## src/brb_pkg.sv

```systemverilog
// Shared types, operation codes and status codes of the byte ring buffer.
`default_nettype none

package brb_pkg;

  // Field widths of the stream items
  localparam int OP_W    = 3;
  localparam int LEN_W   = 12;
  localparam int BYTES_W = 64;
  localparam int STAT_W  = 3;
  localparam int CNT_W   = 12;

  // Operation codes; status only and the unused codes fall outside these
  localparam logic [OP_W-1:0] OP_ENQUEUE = 3'd0;
  localparam logic [OP_W-1:0] OP_DEQUEUE = 3'd1;
  localparam logic [OP_W-1:0] OP_PEEK    = 3'd2;
  localparam logic [OP_W-1:0] OP_COMMIT  = 3'd3;
  localparam logic [OP_W-1:0] OP_RELEASE = 3'd4;

  // Result status codes
  localparam logic [STAT_W-1:0] ST_DONE     = 3'd0;
  localparam logic [STAT_W-1:0] ST_ZERO     = 3'd1;
  localparam logic [STAT_W-1:0] ST_NO_ROOM  = 3'd2;
  localparam logic [STAT_W-1:0] ST_NO_DATA  = 3'd3;
  localparam logic [STAT_W-1:0] ST_TOO_LONG = 3'd4;

  // Commands from the controller to the datapath
  typedef struct packed {
    logic load;        // latch the accepted input item
    logic decide;      // register the verdict, set up the byte cursor
    logic write_step;  // write one byte at the cursor
    logic read_step;   // issue one byte read at the cursor
    logic update;      // apply the pointer and count change
    logic emit;        // load the result register
  } brb_cmd_t;

  // Status from the datapath to the controller
  typedef struct packed {
    logic go_write;    // accepted enqueue
    logic go_read;     // accepted dequeue or peek
    logic last_step;   // cursor is on the last byte of the transfer
  } brb_stat_t;

endpackage

`default_nettype wire

```

## src/brb_ctrl.sv

```systemverilog
// Controller state machine that sequences one operation at a time.
`default_nettype none

module brb_ctrl import brb_pkg::*; (
  input  wire logic      clk,
  input  wire logic      rst,
  input  wire logic      in_valid,
  output      logic      in_ready,
  output      logic      out_valid,
  input  wire logic      out_ready,
  input  wire brb_stat_t stat,
  output      brb_cmd_t  cmd
);

  typedef enum logic [6:0] {
    S_IDLE   = 7'b0000001,
    S_DECIDE = 7'b0000010,
    S_WRITE  = 7'b0000100,
    S_READ   = 7'b0001000,
    S_DRAIN  = 7'b0010000,
    S_UPDATE = 7'b0100000,
    S_EMIT   = 7'b1000000
  } state_t;

  state_t state, state_next;
  logic   out_valid_next;

  // Next state and commands
  always_comb begin
    state_next     = state;
    cmd            = '0;
    out_valid_next = out_valid && !out_ready;
    unique case (state)
      S_IDLE: begin
        if (in_valid) begin
          cmd.load   = 1'b1;
          state_next = S_DECIDE;
        end
      end
      S_DECIDE: begin
        cmd.decide = 1'b1;
        if (stat.go_write) begin
          state_next = S_WRITE;
        end else if (stat.go_read) begin
          state_next = S_READ;
        end else begin
          state_next = S_UPDATE;
        end
      end
      S_WRITE: begin
        cmd.write_step = 1'b1;
        if (stat.last_step) begin
          state_next = S_UPDATE;
        end
      end
      S_READ: begin
        cmd.read_step = 1'b1;
        if (stat.last_step) begin
          state_next = S_DRAIN;
        end
      end
      S_DRAIN: begin
        state_next = S_UPDATE;
      end
      S_UPDATE: begin
        cmd.update = 1'b1;
        state_next = S_EMIT;
      end
      S_EMIT: begin
        // wait for a free result register
        if (!out_valid || out_ready) begin
          cmd.emit       = 1'b1;
          out_valid_next = 1'b1;
          state_next     = S_IDLE;
        end
      end
      default: begin
        state_next = S_IDLE;
      end
    endcase
  end

  // State and result valid registers
  always_ff @(posedge clk) begin
    if (rst) begin
      state     <= S_IDLE;
      out_valid <= 1'b0;
    end else begin
      state     <= state_next;
      out_valid <= out_valid_next;
    end
  end

  assign in_ready = (state == S_IDLE);

endmodule

`default_nettype wire

```

## config.mk

```make
export PLATFORM = sky130hd
export DESIGN_NAME = brb_ctrl
export DESIGN_NICKNAME = d
export VERILOG_FILES = /design/src/brb_pkg.sv /design/src/brb_ctrl.sv
export SDC_FILE = /design/constraint.sdc
export NUM_CORES = 1
export LEC_CHECK = 0
export ABC_AREA = 1
export BUFFER_PORTS_ARGS = -buffer_cell sky130_fd_sc_hd__buf_2
export CAP_MARGIN = 20
export CELL_PAD_IN_SITES_DETAIL_PLACEMENT = 0
export CELL_PAD_IN_SITES_GLOBAL_PLACEMENT = 2
export CORE_ASPECT_RATIO = 0.7
export CORE_UTILIZATION = 23
export CTS_BUF_LIST = sky130_fd_sc_hd__clkbuf_8
export DETAILED_ROUTE_END_ITERATION = 16
export HOLD_SLACK_MARGIN = 0.12
export PLACE_DENSITY = 0.76
export REMOVE_ABC_BUFFERS = 1
export SYNTH_ARGS = -nofsm -noshare
export SYNTH_HDL_FRONTEND = slang
export SYNTH_SLANG_ARGS = --single-unit
```

## constraint.sdc

```tcl
create_clock -name clk -period 1.05 [get_ports clk]
set_input_delay 0.1575 -clock clk [delete_from_list [all_inputs] [get_ports clk]]
set_output_delay 0.1575 -clock clk [all_outputs]
set_load 0.005 [all_outputs]
```

## Yosys cells after proc, flatten, opt, wreduce, memory -nomap -nowiden

Cells that the tools add are included.

- Register bits after elaboration: 8
- Input bits: 7
- Logic and storage cells: 35

- Equal/unequal tests: 11
- Mux-type cells: 17
- Reduce and logical (&&, ||, !) cells: 5

Operator list:

| kind | count |
|---|---|
| $pmux W7 S7 | 1 |
| $mux W7 | 5 |
| $mux W1 | 10 |
| $ne A2 B2 Y1 const B | 4 |
| $eq A7 B1 Y1 const B | 1 |
| $eq A7 B2 Y1 const B | 1 |
| $eq A7 B3 Y1 const B | 1 |
| $eq A7 B4 Y1 const B | 1 |
| $eq A7 B5 Y1 const B | 1 |
| $eq A7 B6 Y1 const B | 1 |
| $eq A7 B7 Y1 const B | 1 |
| $mux W6 | 1 |
| $reduce_and A4 Y1 | 1 |
| $logic_not A1 Y1 | 2 |
| $logic_and A1 B1 Y1 | 1 |
| $logic_or A1 B1 Y1 | 1 |

## Logic depth before layout (Yosys ltp)

Gate-level depths: netlist (run 1).

- Depth in word-level cells: 4
- Mapped depth: 9
- Mapped depth without buffers: 9

## Worst setup path after synthesis (run 1)

Ideal clock, no wire load.

- Path type: register -> register
- Start: register state[5]
- End: register state[0]
- Setup time: 0.120 ns
- Data arrival time: 0.909 ns
- Setup slack: 0.021 ns
- Cell stages (with the launch flop): 9
- Period minus slack after synthesis: 1.029 ns
- Path through: dfxtp_1 > inv_2 > nand2_2 > nor2_4 > nand3_1 > nand2_1 > nor2_2 > nand2_1 > nand3_1

- Word-level cells in the longest chain between the ends: 3
- Elaborated cells between the ends (all ways): 13

Ends and longest elaborated chain:

| what | RTL line | source |
|---|---|---|
| from (decl) | brb_ctrl.sv:25 | `state_t state, state_next;` |
| from (signal assigned) | brb_ctrl.sv:89 | `state <= state_next;` |
| $eq A7 B7 Y1, or another cell as far along | brb_ctrl.sv:33 | `unique case (state)` |
| $ne A2 B2 Y1 (no source line) | -- |  |
| $reduce_and A4 Y1 (no source line) | -- |  |

Parallel ways exist; a longest one is shown, timed or not.
A chain may end at the register's enable or synchronous reset.

==> results.md, run 1 <==
## Routing
- **antenna violation net count after detailed routing** 0
- **total wire length** 1260 um
- **post-detailed-route wirelength per cell** 9.88 um
- **DRC violations left** 2
- **DR iter-0 viols** 10
- **number of optimization iterations in the first detailed-route pass** 9
- **via count** 547
- **DR vias/cell** 4.27

## Placement
- **quantity of I/O buffers inserted on ports** 14
- **RePlAce Congestion** 0.776
- **Placement Cell Area** 604 um2
- **placed wire-length estimate after detailed placement** 972 um

## Clock network
- **sinks on the clock net** 8
- **number of CTS-inserted buffers** 3
- **buffer levels on the longest clock path** 2
- **clock-pin transition on the worst setup and hold timing paths** 40 ps
- **H-tree levels** 1
- **TritonCTS clock tree** built
- **Clk Latency, worst-skew pair** 230 ps
- **root buffer selected by CTS** clkbuf_8

## STA
- **setup slack of the critical path after layout** -303 ps
- **fin crit share** 129%
- **Least-Margin Pin Slew** 231 ps
- **Max Fclk** 739 MHz
- **Min Clock Period, post-route** 1350 ps
- **Slew Limit Fails** 0
- **number of hold violations in the final report** 0
- **final setup skew** 2.87 ps
- **relative slew slack** 84.6%
- **RSZ-0062 raised after global routing** true
- **# setup viols final** 13
- **Post-Route Setup TNS** -2600 ps

## Power and ir drop
- **clock share of power** 33.8%
- **Flop pwr share** 31.8%
- **combinational power share** 34.5%
- **Static Leakage** 0.419 nW
- **Sw Pwr** 0.314 mW
- **Sw Share** 29.3%
- **cell internal power dissipation** 0.759 mW
- **power density cells** 1430 mW/mm2
- **worst voltage drop across the vdd grid** 0.397 mV

## GRT
- **pin count of the biggest net entering global routing** 8
- **global-route wire length before repair** 1950 um
- **vias in the first global route** 470
- **gr usage total** 11.9%
- **global route overflow** 0
- **initial antenna violation count** 0

## Floorplan
- **floorplan core area** 0.00192 mm2
- **total I/O pin count** 15
- **height of the chip** 40.4 um
- **floorplan die area** 0.00230 mm2
- **initial core utilization** 25.2%
- **width of the die** 56.8 um
- **number of placement rows** 13

## Worst setup path
- **required time at the endpoint of the critical path** 890 ps
- **startpoint class of the critical path** register
- **capturing element type of the critical path** output pin
- **type of the setup path with the least slack** reg2out
- **biggest fanout along the worst timing path** 7
- **R2R Path End** state[3]
- **launch point of the worst reg-to-reg path** state[4]
- **Worst Path Arrival** 1200 ps
- **Reg2Reg Depth** 8
- **R2R Setup Slk** -200 ps

## Cells and area
- **final instance area** 749 um2
- **filler cell count** 225
- **final net count** 115
- **Antenna Cells** 0
- **growth of design area from synthesis to finish** 54.8%
- **share of post-route cells with drive strength above 1** 54.7%

## Flow run
- **Max-Cap Viols** 0

## Logic synthesis
- **sequential-to-total area share from yosys stat** 33.1%
- **Syn Area/Cell** 6.13 um2
- **warnings from Yosys** 0
- **post-synthesis sequential element count** 8
- **cells after synthesis** 79
- **number of unique standard cell types used by synthesis** 12
- **Netlist Area Pre-Place** 484 um2

## Status
- **run status** complete, but fails checks
- **failing checks** DRC, setup timing

## Hold path
- **worst min-delay path class** in2reg
- **number of cells traversed by the worst hold path** 2
- **end point of the most critical hold path** state[5]
- **hold path startpoint** rst

critical path, cell delays in order (launching register included):
cell and delay (ps):
dfxtp_2 320, inv_2 70, nand2_2 60, nor2_4 200, nand2_1 140, inv_1 80
buf_2 110
state kept, by name, indices dropped and copies added, names as in the netlist:
name	flops
out_valid	1
state	7
area by class of cell:
cell class | instances | area [um2] | area share, %
Multi-Input combinational cell | 53 | 292 | 38.9
Sequential cell | 8 | 163 | 21.7
Timing Repair Buffer | 24 | 159 | 21.2
Inverter | 18 | 67.6 | 9.02
Clock buffer | 3 | 41.3 | 5.51
Tap cell | 22 | 27.5 | 3.67
power by group through the flow:
stage,logic (mW),registers (mW),clock network (mW)
CTS,0.337,0.341,0.370
detailed placement,0.246,0.344,0
global placement,0.255,0.344,0
floorplan,0.166,0.342,0
finish,0.370,0.341,0.362
global route,0.410,0.343,0.385
through the flow:
stage | total power, mW | hold slack, ps | util (%) | setup WS (ps) | cells
3_3_place_gp | 0.599 | 413 | 31.5 | -136 | 118
2_1_floorplan | 0.509 | 224 | - | 20.6 | 79
5_1_grt | 1.14 | 190 | 39.0 | -380 | 128
4_1_cts | 1.05 | 181 | 37.1 | -278 | 126
3_5_place_dp | 0.590 | 404 | 31.5 | -103 | 118
6_report | 1.07 | 186 | 39.0 | -303 | 128
synth_stat cells (all sizes together):
| library cell | instances | share of area (%) |
|---|---|---|
| nand2 | 22 | 20 |
| dfxtp | 8 | 33 |
| nor3 | 2 | 2.1 |
| inv | 18 | 14 |
| a21oi | 4 | 4.1 |
| nand3 | 10 | 12 |
| nor2 | 15 | 15 |
per-layer routing:
metal,vias to the layer above,routed length [um],track usage [%]
li1,291,-,-
met1,239,677,15.6
met2,13,509,18.2
met3,4,49,2.90
met4,0,27,7.32
met5,-,0,0
cells by family (layout without fill, tap and decap cells):
group | count (synthesis) | in the layout | share of synthesized area, %
buf+inv | 18 | 45 | 14.0
compound gates | 4 | 4 | 4.13
flops | 8 | 8 | 33.1
simple gates | 49 | 49 | 48.8
cell usage in the layout (no fill, tap or decap):
cell type | netlist | layout
a21oi_1 | 4 | 2
a21oi_2 | 0 | 2
buf_2 | 0 | 13
buf_4 | 0 | 8
buf_6 | 0 | 3
clkbuf_8 | 0 | 3
dfxtp_1 | 8 | 6
dfxtp_2 | 0 | 2
inv_1 | 12 | 9
inv_2 | 6 | 9
nand2_1 | 17 | 12
nand2_2 | 5 | 10
nand3_1 | 8 | 8
nand3_2 | 2 | 2
nor2_1 | 11 | 9
nor2_2 | 3 | 3
nor2_4 | 1 | 3
nor3_1 | 2 | 2
worst max-delay path by stage:
stage | start | to | slack [ps] | cells past startpoint
after global placement | state[5] | state[4] | -140 | 8
after detailed placement | state[5] | state[3] | -100 | 7
final | state[4] | cmd[3] | -300 | 6
after CTS | state[4] | cmd[3] | -280 | 6
after floorplan | state[5] | state[0] | 20 | 8
after global routing | state[4] | cmd[5] | -380 | 6
repair_timing:
| item | CTS | global route |
|---|---|---|
| hold endpoints to repair | 0 | 0 |
| setup buffers | 5 | 2 |
| hold buffers | 0 | 0 |
| resized for setup | 12 | 7 |
| gates cloned | 0 | 0 |
| pin swaps | 2 | 3 |
| endpoints found under the setup margin | 13 | 14 |
No activity file was read; power rests on OpenSTA's default activity.
==> inputs of run 2 (changes only) <==
--- a/config.mk
+++ b/config.mk
@@ -15,7 +15,7 @@
 export CTS_BUF_LIST = sky130_fd_sc_hd__clkbuf_8
 export DETAILED_ROUTE_END_ITERATION = 16
 export HOLD_SLACK_MARGIN = 0.12
-export PLACE_DENSITY = 0.76
+export PLACE_DENSITY_LB_ADDON = 0.15
 export REMOVE_ABC_BUFFERS = 1
 export SYNTH_ARGS = -nofsm -noshare
 export SYNTH_HDL_FRONTEND = slang
==> results.md, run 2 (synthesis results as in run 1) <==
## Status
- **run status** complete, but fails checks
- **failing checks** setup timing

## Worst setup path
- **slowest stage cell on the critical path** dfxtp_2
- **Worst Path Arrival** 1170 ps, -30 ps
- **crit path to** cmd[5]
- **launch point of the worst reg-to-reg path** state[4]
- **kind of cell adding the most delay to the critical path** simple AND/OR/NAND/NOR gates
- **Reg2Reg Depth** 9, +1
- **R2R Setup Slk** -240 ps, -40 ps
- **worst setup path start** state[4]
- **R2R Path End** state[0]
- **capturing element type of the critical path** output pin
- **required time at the endpoint of the critical path** 890 ps, about the same
- **startpoint class of the critical path** register
- **worst path bufs/invs** 2, -1
- **Critical Path Stages** 6, unchanged
- **biggest fanout along the worst timing path** 6, -1
- **most used cell along the critical path** nand2_2
- **critical path cell sequence** inv_2 > nand2_2 > nor2_4 > nand2_2 > nor2_1 > buf_2
- **type of the setup path with the least slack** reg2out
- **slowest cell delay on critical path** 320 ps, about the same

## Power and ir drop
- **Sw Share** 30.9%, +1.6 points
- **Static Leakage** 0.437 nW, +4.5%
- **Power Total** 1.09 mW, +1.3%
- **clock share of power** 33.0%, -0.8 points
- **worst voltage drop across the vdd grid** 0.347 mV, -12%
- **cell internal power dissipation** 0.751 mW, -0.95%
- **Flop pwr share** 31.5%, -0.3 points
- **combinational power share** 35.5%, +1.0 points
- **Sw Pwr** 0.336 mW, +6.8%
- **power density cells** 1320 mW/mm2, -7.8%

## Routing
- **antenna violation net count after detailed routing** 0, unchanged
- **number of optimization iterations in the first detailed-route pass** 4, -5
- **post-detailed-route wirelength per cell** 10.8 um, +9.1%
- **DR vias/cell** 4.17, -2.5%
- **DRC violations left** 0, -2
- **via count** 546, -0.18%
- **DR iter-0 viols** 9, -1
- **total wire length** 1410 um, +12%

## GRT
- **pin count of the biggest net entering global routing** 7, -1
- **initial antenna violation count** 0, unchanged
- **vias in the first global route** 507, +7.9%
- **global-route wire length before repair** 2160 um, +11%
- **gr usage total** 12.9%, +0.96 points
- **global route overflow** 0, unchanged

## Floorplan
- **height of the chip** 40.4 um, unchanged
- **initial core utilization** 25.2%, unchanged
- **width of the die** 56.8 um, unchanged
- **floorplan core area** 0.00192 mm2, unchanged
- **floorplan die area** 0.00230 mm2, unchanged
- **total I/O pin count** 15, unchanged
- **number of placement rows** 13, unchanged

## STA
- **Slew Limit Fails** 0, unchanged
- **Least-Margin Pin Slew** 234 ps, +2.75 ps
- **Worst Hold Margin** 191 ps, +4.94 ps
- **Min Clock Period, post-route** 1330 ps, -26.4 ps
- **RSZ-0062 raised after global routing** true
- **final setup skew** 1.76 ps, -1.12 ps
- **# setup viols final** 13, unchanged
- **relative slew slack** 84.4%, -0.18 points
- **fin crit share** 126%, -2.5 points
- **setup slack of the critical path after layout** -277 ps, +26.4 ps
- **Max Fclk** 754 MHz, +2.0%
- **number of hold violations in the final report** 0, unchanged

## Clock network
- **TritonCTS clock tree** built
- **root buffer selected by CTS** clkbuf_8
- **hold buffer count at CTS** 0, unchanged
- **buffer levels on the longest clock path** 2, unchanged
- **sinks on the clock net** 8, unchanged
- **H-tree levels** 1, unchanged
- **number of CTS-inserted buffers** 3, unchanged
- **clock-pin transition on the worst setup and hold timing paths** 40 ps, about the same
- **Clk Latency, worst-skew pair** 220 ps, about the same

## Cells and area
- **filler cell count** 191, -15%
- **Antenna Cells** 0, unchanged
- **register ranked first by flip-flop count** state
- **highest-count cells in the layout ignoring fill and taps** 14 x nand2_2, 12 x buf_2, 10 x buf_4
- **growth of design area from synthesis to finish** 70.0%
- **share of post-route cells with drive strength above 1** 66.1%, +11 points
- **final core area utilization** 42.9%, +3.8 points
- **final net count** 118, +2.6%
- **leading cell type in the layout, fill and taps excluded** nand2_2
- **max reg flops** 7, unchanged
- **leading registers by flop count** state (7), out_valid (1)

## Hold path
- **worst min-delay path class** in2reg

## Flow run
- **Max-Cap Viols** 0, unchanged

## Placement
- **quantity of I/O buffers inserted on ports** 14, unchanged
- **placed wire-length estimate after detailed placement** 946 um, -2.7%
- **RePlAce Congestion** 0.743, -4.3%
- **worst-case setup slack after placement** -83.5 ps, +19.6 ps

## run 2: cell type report
cell class              instances  area (um2)  area share, %
repair buffers                 27         191           23.3
flip-flops and latches          8         165           20.1
well taps                      22        27.5           3.34
inverters                      18        67.6           8.21
multi-input cells              53         330           40.1
clock buffers                   3        41.3           5.02
## run 2: per-stage QoR
stage / area, um2 / setup TNS, ps / instances
3_5_place_dp: 604 / -511 / 118
3_3_place_gp: 604 / -1160 / 118
4_1_cts: 761 / -2720 / 130
2_1_floorplan: 484 / 0 / 79
6_report: 823 / -2900 / 131
5_1_grt: 823 / -3890 / 131
## run 2: how the worst min path moves through the flow
stage,start,endpoint,cells past startpoint
6_report,rst,state[6],2
5_1_grt,rst,state[6],2
4_1_cts,rst,state[2],2
3_5_place_dp,rst,state[5],2
3_3_place_gp,rst,state[5],2
2_1_floorplan,rst,state[5],1
## run 2: per-layer routing
| metal | share of wire [%] | global-route usage (%) | routed length (um) |
|---|---|---|---|
| met1 | 52 | 17.0 | 728 |
| met3 | 3.3 | 2.90 | 46 |
| met4 | 0 | 5.49 | 0 |
| met2 | 45 | 20.8 | 637 |
| met5 | 0 | 0 | 0 |
## run 2: power groups by stage
stage          Sequential, mW  Combinational, mW  Clock (mW)
6_report                0.343              0.386       0.358
3_3_place_gp            0.344              0.262           0
5_1_grt                 0.345              0.427       0.376
2_1_floorplan           0.342              0.166           0
4_1_cts                 0.341              0.347       0.368
3_5_place_dp            0.344              0.248           0
## run 2: repair_timing
item / 4_1_cts / 5_1_grt
cloned: 0 / 0
setup buffers: 9 / 1
pin swaps: 10 / 8
resized for setup: 17 / 17
setup endpoints to repair: 13 / 14
